**config.mk**
```make
export PLATFORM = sky130hd
export DESIGN_NAME = qbut_div3
export DESIGN_NICKNAME = d
export VERILOG_FILES = /design/src/hdl/qbut_pkg.sv /design/src/hdl/qbut_div3.sv
export SDC_FILE = /design/constraint.sdc
export NUM_CORES = 1
export LEC_CHECK = 0
export BUFFER_PORTS_ARGS = -buffer_cell sky130_fd_sc_hd__buf_2
export CORE_MARGIN = 4
export CORE_UTILIZATION = 41
export CTS_BUF_LIST = sky130_fd_sc_hd__clkbuf_8 sky130_fd_sc_hd__clkbuf_16
export CTS_CLUSTER_SIZE = 20
export DETAILED_ROUTE_END_ITERATION = 7
export SLEW_MARGIN = 10
export SYNTH_ARGS = -nofsm -noshare
export SYNTH_HDL_FRONTEND = slang
export SYNTH_SLANG_ARGS = --single-unit
```
**constraint.sdc**
```tcl
create_clock -name clk -period 6.7 [get_ports clk]
set_input_delay 1.34 -clock clk [delete_from_list [all_inputs] [get_ports clk]]
set_output_delay 1.34 -clock clk [all_outputs]
set_load 0.01 [all_outputs]
```
**src/hdl/qbut_pkg.sv**
```systemverilog
package qbut_pkg;

    localparam int IMAGE_SIDE_LOG2_DEF = 6;

    localparam int COORD_W = 6;
    localparam int CHAN_W  = 8;
    localparam int SLOG_W  = 3;
    localparam int PIX_W   = 3 * CHAN_W;
    localparam int ERR_W   = 16;
    localparam int SQ_W    = 2 * CHAN_W;
    localparam int DIV_W   = SQ_W + 2;

    // reciprocal of three, scaled by 2**RECIP3_SH and rounded up
    localparam int                  RECIP3_W  = DIV_W;
    localparam int                  RECIP3_SH = DIV_W + 1;
    localparam logic [RECIP3_W-1:0] RECIP3    = RECIP3_W'((2 ** RECIP3_SH + 2) / 3);

    localparam logic [ERR_W-1:0] ERR_MAX = 16'd65025;

    localparam logic KIND_WRITE = 1'b0;
    localparam logic KIND_QUERY = 1'b1;

    typedef struct packed {
        logic              kind;
        logic [COORD_W-1:0] row;
        logic [COORD_W-1:0] col;
        logic [CHAN_W-1:0]  red;
        logic [CHAN_W-1:0]  green;
        logic [CHAN_W-1:0]  blue;
        logic [SLOG_W-1:0]  side_log2;
    } in_item_t;

    typedef struct packed {
        logic              is_leaf;
        logic [CHAN_W-1:0] mean_red;
        logic [CHAN_W-1:0] mean_green;
        logic [CHAN_W-1:0] mean_blue;
        logic [ERR_W-1:0]  block_error;
        logic              bad_block;
    } out_item_t;

    typedef struct packed {
        logic clear;
        logic sum_en;
        logic mean_en;
        logic sq_en;
    } stats_ctrl_t;

    typedef enum logic [3:0] {
        S_IDLE,
        S_SUM_RD,
        S_SUM_DRAIN,
        S_MEAN,
        S_ERR_RD,
        S_ERR_DRAIN,
        S_ERR_TAIL,
        S_DIV_LOAD,
        S_DIV_RUN,
        S_OUT
    } state_t;

endpackage

```
**src/hdl/qbut_div3.sv**
```systemverilog
module qbut_div3
    import qbut_pkg::*;
(
    input  logic             clk,
    input  logic             rst_n,
    input  logic             load,
    input  logic [DIV_W-1:0] dividend,
    output logic             busy,
    output logic [DIV_W-1:0] quotient
);

    localparam int PROD_W = DIV_W + RECIP3_W;

    logic              run_reg;
    logic [DIV_W-1:0]  dvd_reg;
    logic [DIV_W-1:0]  q_reg;
    logic [PROD_W-1:0] prod;

    assign prod = PROD_W'(dvd_reg) * PROD_W'(RECIP3);

    always_ff @(posedge clk or negedge rst_n)
    begin
        if (!rst_n)
        begin
            run_reg <= 1'b0;
        end
        else
        begin
            run_reg <= load;
        end
    end

    always_ff @(posedge clk)
    begin
        if (load)
        begin
            dvd_reg <= dividend;
        end
        if (run_reg)
        begin
            q_reg <= DIV_W'(prod >> RECIP3_SH);
        end
    end

    assign busy     = run_reg;
    assign quotient = q_reg;

endmodule

```
==> flow_summary.toml <==
[outcome]
outcome = "completed"

[logic_synthesis]
synth_cells = 737
synth-edff-count = 35
synthTopCellsByArea = "fa_1 29%, ha_1 27%, edfxtp_1 14%, inv_1 12%, a21oi_1 2.2%"
synth_ff_type = "edfxtp_1"
syn-mean-instance-area_um2 = 9.98
yosysWarnings = 0
synth_nets = 1024
synthesis.area_um2 = 7360
synth_top_cell_by_area = "fa_1"
yosysUniqueCellTypes = 56
ys_async_sr_fraction_pct = 2.78
synth_top_area_share_pct = 29.4
yosysSeqAreaShare_pct = 14.6
ys_ff_latch = 36

[detailed_routing]
via_per_inst = 4.82
routed_wl_um = 16600
drtAntennaViolNets = 0
drc = 0
first_pass_iters = 4
drtIter0Drc = 198
via_count = 4835
post_drt_wl_per_cell_um = 16.5

[finish]
largest_reg_flops = 18
layout_common_cells = "236 x inv_1, 158 x ha_1, 108 x fa_1, 38 x buf_2, 35 x edfxtp_1"
fillers = 1708
antenna_cells = 0
nets = 1065
area_growth_pct = 7.93
drive_gt1_share_pct = 7.57
final_common_cell = "inv_1"

[clock_network]
cts_hold_buffers = 0
cts_buffers = 5
clock_latency_ns = 0.29
cts_sinks = 36
cts_resized = 0
cts.path.max_buffers = 2
tritoncts = "built"
htreeDepth = 2
cts_root_buffer = "clkbuf_16"
post_cts_buffers = 0
clk_pin_slew_ns = 0.06

[worst_setup_path]
cp.arrival_ns = 5.99
slowest_delay_ns = 0.59
cp-end-kind = "flop"
cp.required_ns = 6.74
worst-r2r-cell-count = 17
worstPathMaxFanout = 7
crit_path_cell_trace = "ha_1 -> fa_1 -> inv_1 -> fa_1 -> inv_1 -> fa_1 -> inv_1 -> fa_1 -> fa_1 -> inv_1 -> ha_1 -> nand2_1 -> nor4_1 -> nand4b_1 -> o21ai_1 -> a31oi_1 -> xnor2_1"
cpMaxStageDelayCell = "nor4_1"
cp_common_cell = "fa_1"
path_class = "flop to flop"
cp-start-kind = "flop"

[die]
fp-row-count = 48
dieArea_um2 = 20200
die_w_um = 142
core-area_um2 = 17400
ios = 40
initial_core_util_pct = 42.2
die_y_um = 142

[global_routing]
grt_first_pass_wirelength_um = 28100
gr-total-overflow = 0
grt_usage_pct = 18.0
antenna_found_initial = 0
grt_pass1_vias = 5204
grt_max_degree = 20

[timing]
tightest_slew_ns = 0.791
rsz0062_at_grt = "false"
setup-tns-final_ns = 0
hold_violations = 0
maxSlewViolCount = 0
setup-violations-final = 0
min_period_ns = 5.94
fin_skew_ns = 0.00533
fin_crit_sh_pct = 88.7
relSlewSlack_pct = 47.2
max_clock_freq_mhz = 168

[placement]
dp_hpwl_um = 14700
portBuffers = 38
gp_congestion = 0.894

[run]
max_cap_violations = 0

[worst_hold_path]
hp-class = "input port to async pin"
==> worst paths after layout <==
| check | start | to | slack, ns |
|---|---|---|---|
| worst max register to register | dvd_reg[5] | quotient[11] | 0.76 |
| max in group asynchronous | rst_n | busy | 5.81 |
| worst max-delay path | dvd_reg[5] | quotient[11] | 0.76 |
| worst min-delay path | rst_n | busy | 0.80 |
| min in group clk | busy | quotient[15] | 0.97 |
| worst min register to register | busy | quotient[15] | 0.97 |
==> synth_stat cells (2+ instances only) <==
| master | count |
|---|---|
| nor2_1 | 16 |
| o21ai_1 | 10 |
| edfxtp_1 | 35 |
| o21ai_0 | 12 |
| a31oi_1 | 2 |
| nand2_1 | 27 |
| nor4_1 | 3 |
| a21boi_1 | 3 |
| xnor2_1 | 12 |
| a21oi_2 | 2 |
| a211oi_1 | 6 |
| fa_1 | 108 |
| nor3_1 | 7 |
| ha_1 | 158 |
| and3_1 | 2 |
| o21a_1 | 3 |
| inv_1 | 236 |
| nand3_1 | 7 |
| xor2_1 | 6 |
| nand4_1 | 4 |
| a221oi_1 | 4 |
| o22ai_1 | 2 |
| o211ai_1 | 6 |
| a21oi_4 | 2 |
| a21oi_1 | 33 |
==> worst max-delay path: cells and delay by family, from the launching register on <==
kind / cells / cell delay [ns]
simple gates: 3 / 1.04
fa+ha+maj: 7 / 3.37
flops: 1 / 0.52
buf+inv: 4 / 0.22
compound gates: 2 / 0.39
xor+xnor: 1 / 0.15
==> layer usage <==
metal  track usage, %  vias up  share of wire (%)
li1                 -     2437                  -
met1             26.7     2294                 49
met2             28.1       89                 46
met3             2.79       15                3.5
met4             3.43        0                1.4
met5                0        -                  0
==> layout make-up <==
cell class                      instances  area, um2  area share [%]
Timing Repair Buffer                   38        190            2.40
Sequential cell                        36       1080            13.6
Clock buffer                            5        125            1.58
Inverter                              237        890            11.2
Clock inverter                          3       23.8           0.299
Tap cell                              225        282            3.55
Multi-Input combinational cell        460       5350            67.4
==> stage by stage <==
| stage | hold slack (ns) | cell area, um2 | utilization [%] | setup slack (ns) | std cells |
|---|---|---|---|---|---|
| 3_5_place_dp | 0.998 | 7790 | 44.7 | 0.791 | 996 |
| 4_1_cts | 0.796 | 7940 | 45.6 | 0.734 | 1004 |
| 3_3_place_gp | 0.994 | 7790 | 44.7 | 0.688 | 996 |
| 2_1_floorplan | 0.839 | 7360 | - | 1.33 | 737 |
| 6_report | 0.804 | 7940 | 45.6 | 0.757 | 1004 |
| 5_1_grt | 0.792 | 7940 | 45.6 | 0.426 | 1004 |
==> kinds of logic (layout without fill, tap and decap cells) <==
kind of cell,after synthesis,count (layout),synth area share (%)
compound gates,98,98,9.05
other cells,1,1,0.0510
simple gates,77,77,5.27
fa+ha+maj,266,266,56.3
buf+inv,241,283,12.6
flops,36,36,14.6
xor+xnor,18,18,2.14
Power is not shown: default switching activity piles up to over one toggle a cycle in this logic, so the estimate is an artifact.
