## src/hdl/qbut_pkg.sv

```systemverilog
package qbut_pkg;

    localparam int IMAGE_SIDE_LOG2_DEF = 6;

    localparam int COORD_W = 6;
    localparam int CHAN_W  = 8;
    localparam int SLOG_W  = 3;
    localparam int PIX_W   = 3 * CHAN_W;
    localparam int ERR_W   = 16;
    localparam int SQ_W    = 2 * CHAN_W;
    localparam int DIV_W   = SQ_W + 2;

    // reciprocal of three, scaled by 2**RECIP3_SH and rounded up
    localparam int                  RECIP3_W  = DIV_W;
    localparam int                  RECIP3_SH = DIV_W + 1;
    localparam logic [RECIP3_W-1:0] RECIP3    = RECIP3_W'((2 ** RECIP3_SH + 2) / 3);

    localparam logic [ERR_W-1:0] ERR_MAX = 16'd65025;

    localparam logic KIND_WRITE = 1'b0;
    localparam logic KIND_QUERY = 1'b1;

    typedef struct packed {
        logic              kind;
        logic [COORD_W-1:0] row;
        logic [COORD_W-1:0] col;
        logic [CHAN_W-1:0]  red;
        logic [CHAN_W-1:0]  green;
        logic [CHAN_W-1:0]  blue;
        logic [SLOG_W-1:0]  side_log2;
    } in_item_t;

    typedef struct packed {
        logic              is_leaf;
        logic [CHAN_W-1:0] mean_red;
        logic [CHAN_W-1:0] mean_green;
        logic [CHAN_W-1:0] mean_blue;
        logic [ERR_W-1:0]  block_error;
        logic              bad_block;
    } out_item_t;

    typedef struct packed {
        logic clear;
        logic sum_en;
        logic mean_en;
        logic sq_en;
    } stats_ctrl_t;

    typedef enum logic [3:0] {
        S_IDLE,
        S_SUM_RD,
        S_SUM_DRAIN,
        S_MEAN,
        S_ERR_RD,
        S_ERR_DRAIN,
        S_ERR_TAIL,
        S_DIV_LOAD,
        S_DIV_RUN,
        S_OUT
    } state_t;

endpackage

```

## src/hdl/qbut_stats.sv

```systemverilog
module qbut_stats
    import qbut_pkg::*;
#(
    parameter int IMAGE_SIDE_LOG2 = IMAGE_SIDE_LOG2_DEF
)
(
    input  logic              clk,
    input  logic              rst_n,
    input  stats_ctrl_t       ctrl,
    input  logic [PIX_W-1:0]  pixel,
    input  logic [SLOG_W-1:0] slog,
    output logic [CHAN_W-1:0] mean_red,
    output logic [CHAN_W-1:0] mean_green,
    output logic [CHAN_W-1:0] mean_blue,
    output logic [DIV_W-1:0]  score_avg
);

    localparam int SUM_W   = CHAN_W + 2 * IMAGE_SIDE_LOG2;
    localparam int SCORE_W = DIV_W + 2 * IMAGE_SIDE_LOG2;

    logic [SUM_W-1:0]   sum_reg   [3];
    logic [SUM_W-1:0]   sum_next  [3];
    logic [CHAN_W-1:0]  mean_reg  [3];
    logic [CHAN_W-1:0]  mean_next [3];
    logic [SQ_W-1:0]    sq_reg    [3];
    logic [SQ_W-1:0]    sq_next   [3];
    logic               sq_vld_reg;
    logic [SCORE_W-1:0] score_reg;
    logic [SCORE_W-1:0] score_next;
    logic [SCORE_W-1:0] score_shift;
    logic [DIV_W-1:0]   sq_sum;

    always_comb
    begin
        logic [CHAN_W-1:0] v;
        logic [CHAN_W-1:0] d;
        logic [SUM_W-1:0]  shifted;
        for (int ch = 0; ch < 3; ch++)
        begin
            v = pixel[PIX_W-1-CHAN_W*ch -: CHAN_W];
            sum_next[ch] = sum_reg[ch] + SUM_W'(v);
            shifted = sum_reg[ch] >> {slog, 1'b0};
            mean_next[ch] = shifted[CHAN_W-1:0];
            d = (v > mean_reg[ch]) ? (v - mean_reg[ch]) : (mean_reg[ch] - v);
            sq_next[ch] = SQ_W'(d) * SQ_W'(d);
        end
        sq_sum = DIV_W'(sq_reg[0]) + DIV_W'(sq_reg[1]) + DIV_W'(sq_reg[2]);
        score_next = score_reg + SCORE_W'(sq_sum);
        score_shift = score_reg >> {slog, 1'b0};
    end

    always_ff @(posedge clk or negedge rst_n)
    begin
        if (!rst_n)
        begin
            sq_vld_reg <= 1'b0;
        end
        else
        begin
            sq_vld_reg <= ctrl.sq_en;
        end
    end

    always_ff @(posedge clk)
    begin
        for (int ch = 0; ch < 3; ch++)
        begin
            if (ctrl.clear)
            begin
                sum_reg[ch] <= '0;
            end
            else if (ctrl.sum_en)
            begin
                sum_reg[ch] <= sum_next[ch];
            end
            if (ctrl.mean_en)
            begin
                mean_reg[ch] <= mean_next[ch];
            end
            if (ctrl.sq_en)
            begin
                sq_reg[ch] <= sq_next[ch];
            end
        end
        if (ctrl.clear)
        begin
            score_reg <= '0;
        end
        else if (sq_vld_reg)
        begin
            score_reg <= score_next;
        end
    end

    assign mean_red   = mean_reg[0];
    assign mean_green = mean_reg[1];
    assign mean_blue  = mean_reg[2];
    assign score_avg  = score_shift[DIV_W-1:0];

endmodule

```

## config.mk

```make
export PLATFORM = sky130hd
export DESIGN_NAME = qbut_stats
export DESIGN_NICKNAME = d
export VERILOG_FILES = /design/src/hdl/qbut_pkg.sv /design/src/hdl/qbut_stats.sv
export SDC_FILE = /design/constraint.sdc
export NUM_CORES = 1
export LEC_CHECK = 0
export ABC_AREA = 1
export BUFFER_PORTS_ARGS = -buffer_cell sky130_fd_sc_hd__buf_2
export CORE_ASPECT_RATIO = 0.6
export CORE_MARGIN = 2
export CORE_UTILIZATION = 45
export CTS_CLUSTER_SIZE = 8
export DETAILED_ROUTE_END_ITERATION = 16
export PLACE_DENSITY = 0.63
export SYNTH_ARGS = -nofsm -noshare
export SYNTH_HDL_FRONTEND = slang
export SYNTH_SLANG_ARGS = --single-unit
```

## constraint.sdc

```tcl
create_clock -name clk -period 5.91 [get_ports clk]
set_input_delay 1.182 -clock clk [delete_from_list [all_inputs] [get_ports clk]]
set_output_delay 1.182 -clock clk [all_outputs]
set_load 0.01 [all_outputs]
```

==> impl_results.md <==
- Outcome: completed
- Pre-Repair DR Iteration Count: 7
- Clock Skew: 22.9 ps
- Slew margin rel.: 32.0%
- Post-synth EDFFs: 129
- Sequential share of the synthesized area: 24.2%
- Worst reg2reg endpoint: sq_reg[0][29]
- Total CTS buffers: 17
- Synth Area in Compound Gates: 12.9%
- I/O pin count: 75
- Mux contribution to synthesized area: less than 1%
- R2R Setup Slk: approximately 640 ps
- CP Capture Type: flip-flop
- Largest register FFs: 60
- Tmin final: 5670 ps
- Clk_lat worst skew: 460 ps
- WL/cell: about 16 um
- CTS Buffer Depth: 2
- Ys Warns: 0
- Count of final hold-check violations: 0
- FMAX: 0.176 GHz
- Cell Area, Synth: 18600 sq um
- Total clock sinks: 160
- Critical path required time: 6110 ps
- Dominant synthesized flop cell: edfxtp_1
- Max-cap violations: 0
- Vias in the first global route: 16800
- Data arrival time of the worst path: 5870 ps
- Routed wire length: 53900 um
- Initial antenna violation count: 1
- DR top layer: met4
- Post-Synth Simple-Gate Area: roughly 24%
- Gate Count Post-Synth: approximately 2600
- Crit path launch: pixel[8]
- Post-detail-place hpwl: 43200 um
- Design Area, Final: 22200 sq um
- Adder and majority gate portion of the synthesized area: 24.2%
- Yosys cell types: 52
- Post-synth top area cell: edfxtp_1
- WL met3: 4680 um
- Startpoint types: primary input
- Core Region: approximately 41000 sq um
- CTS tree: built
- CP max stage delay: 540 ps
- Crit-path most repeated cell: nand2_1
- Worst Path Max Fanout: 5
- Clock tree root driver cell: clkbuf_16
- Top-count cell post-synth: nand2_1
- Vias/cell: around 5.3
- Metal-1 WL: 26700 um
- Most instantiated cells after synthesis: 649 x nand2_1, 451 x inv_1, 212 x nor2_1, 184 x a21oi_1, 180 x o21ai_0
- Slew @ Worst Pin: roughly 1000 ps
- Asr flop ratio synth: less than 1%
- PortBufs: 74
- Hold Crit Class: in2async
- Worst slack at placement: -410 ps
- Area Overhead vs Synth: 19.6%
- Post-route DRC violation count: 0
- GRT overflow: 0
- Period utilization: 95.9%
- Via count: ~18000
- Share of cells above drive strength 1: 17.6%
- Yosys reg bits: 160
- Die Y: 161 um
- Top cells by area, synth: edfxtp_1 21%, nand2_1 13%, fa_1 12%, ha_1 12%, inv_1 9.1%
- Fin worst setup slack: 243 ps
- Syn_nets: 2902
- Largest family of logic cells by synthesized area: adder cells
- Setup TNS Final: 0 ps
- Final Slew Violations: 0
- FP Rows: 57
- Met2 wire length: 21600 um
- Placed cell area: roughly 21000 sq um
- FF-to-FF Start: mean_reg[0][9]
- H-Tree Depth: 4
- Routed Antenna Nets: 0
- R2R depth: 29
- Area share of the largest cell type after synthesis: approximately a fifth
- DIE AREA: 42900 sq um
- CP max-delay cell: fa_1
- Setup violators final: 0
- Drt first-iter violations: 1574
- Worst-path clk slew: around 80 ps
- WS Path Type: in2reg
- Die W: 266 um
- Wire length of the first global-routing pass: 87100 um
- Xor and xnor fraction of the mapped netlist area: 2.93%
- Placer Congestion: ~0.96
- Largest net degree at the start of global routing: 75
- Initial Utilization: 45.7%
- Layout Nets: roughly 3200
- GRT Util Overall: between 20% and 30%
- Average size of a mapped cell: a little over 7 sq um
## stage by stage
stage,utilization [%],hold slack [ps],instances
floorplan,-,474,2578
global placement,52.3,496,3345
detailed placement,52.3,515,3345
CTS,53.7,456,3377
global route,54.7,459,3387
finish,54.7,472,3387
## worst max-delay path, delay by kind of cell
| kind | cells | cell delay, ps |
|---|---|---|
| adder cells (fa/ha/maj) | 7 | 2380 |
| AND/OR/NAND/NOR | 13 | 1090 |
| AO/OA/AOI/OAI | 3 | 440 |
| buffers and inverters | 9 | 780 |
## per-layer routing
metal	GRT usage, %	vias up
met5	0	-
met4	6.15	0
met3	4.12	64
met2	36.5	643
met1	39.9	8352
li1	-	8767
## timing repair
item / CTS / global route
setup buffers: 0 / 8
setup endpoints to repair: 0 / 21
hold buffers: 0 / 0
resized for setup: 0 / 79
## final cells by class
type | instances | area (sq um)
Fill cell | 3808 | 18400
Multi-Input combinational cell | 1888 | 12500
Sequential cell | 160 | 4500
Timing Repair Buffer | 309 | 2150
Inverter | 466 | 1750
Tap cell | 531 | 664
Clock buffer | 17 | 425
Clock inverter | 15 | 174
Antenna cell | 1 | 2.50
## kinds of logic (layout without fill, tap and decap cells)
family,count (synthesis),after routing
simple gates,1086,1087
buf+inv,531,807
compound gates,437,437
fa+ha+maj,291,291
flops,160,160
xor+xnor,62,62
mux,10,10
other cells,1,2
## cells in the final DEF, fill, tap and decap left out, drive strengths merged, types with 2 or more instances in the layout
cell	synthesis	routed
nand2	674	675
inv	465	471
buf	23	309
nor2	223	223
o21ai	195	195
a21oi	184	184
ha	177	177
nand3	142	142
edfxtp	129	129
fa	114	114
xor2	38	38
dfxtp	30	30
xnor2	24	24
nor3	21	21
clkbuf	42	17
nand4	16	16
o21bai	10	10
mux2i	10	10
a21boi	9	9
a21o	7	7
clkinv	1	7
o211ai	6	6
or2	5	5
o22ai	5	5
a31o	5	5
o21a	4	4
a211oi	4	4
and3	2	2
o2111ai	2	2
o221a	2	2
and2	2	2
clkinvlp	0	2
## worst max path at each step
stage	endpoint	depth (start not counted)
4_1_cts	sq_reg[0][29]	30
3_3_place_gp	sq_reg[0][28]	29
2_1_floorplan	sq_reg[0][29]	27
3_5_place_dp	sq_reg[0][29]	29
6_report	sq_reg[0][29]	32
5_1_grt	sq_reg[0][45]	30
Power is left out: the tool's default activity adds up to more than one toggle a clock period on the data nets, which glitch-free logic cannot reach.
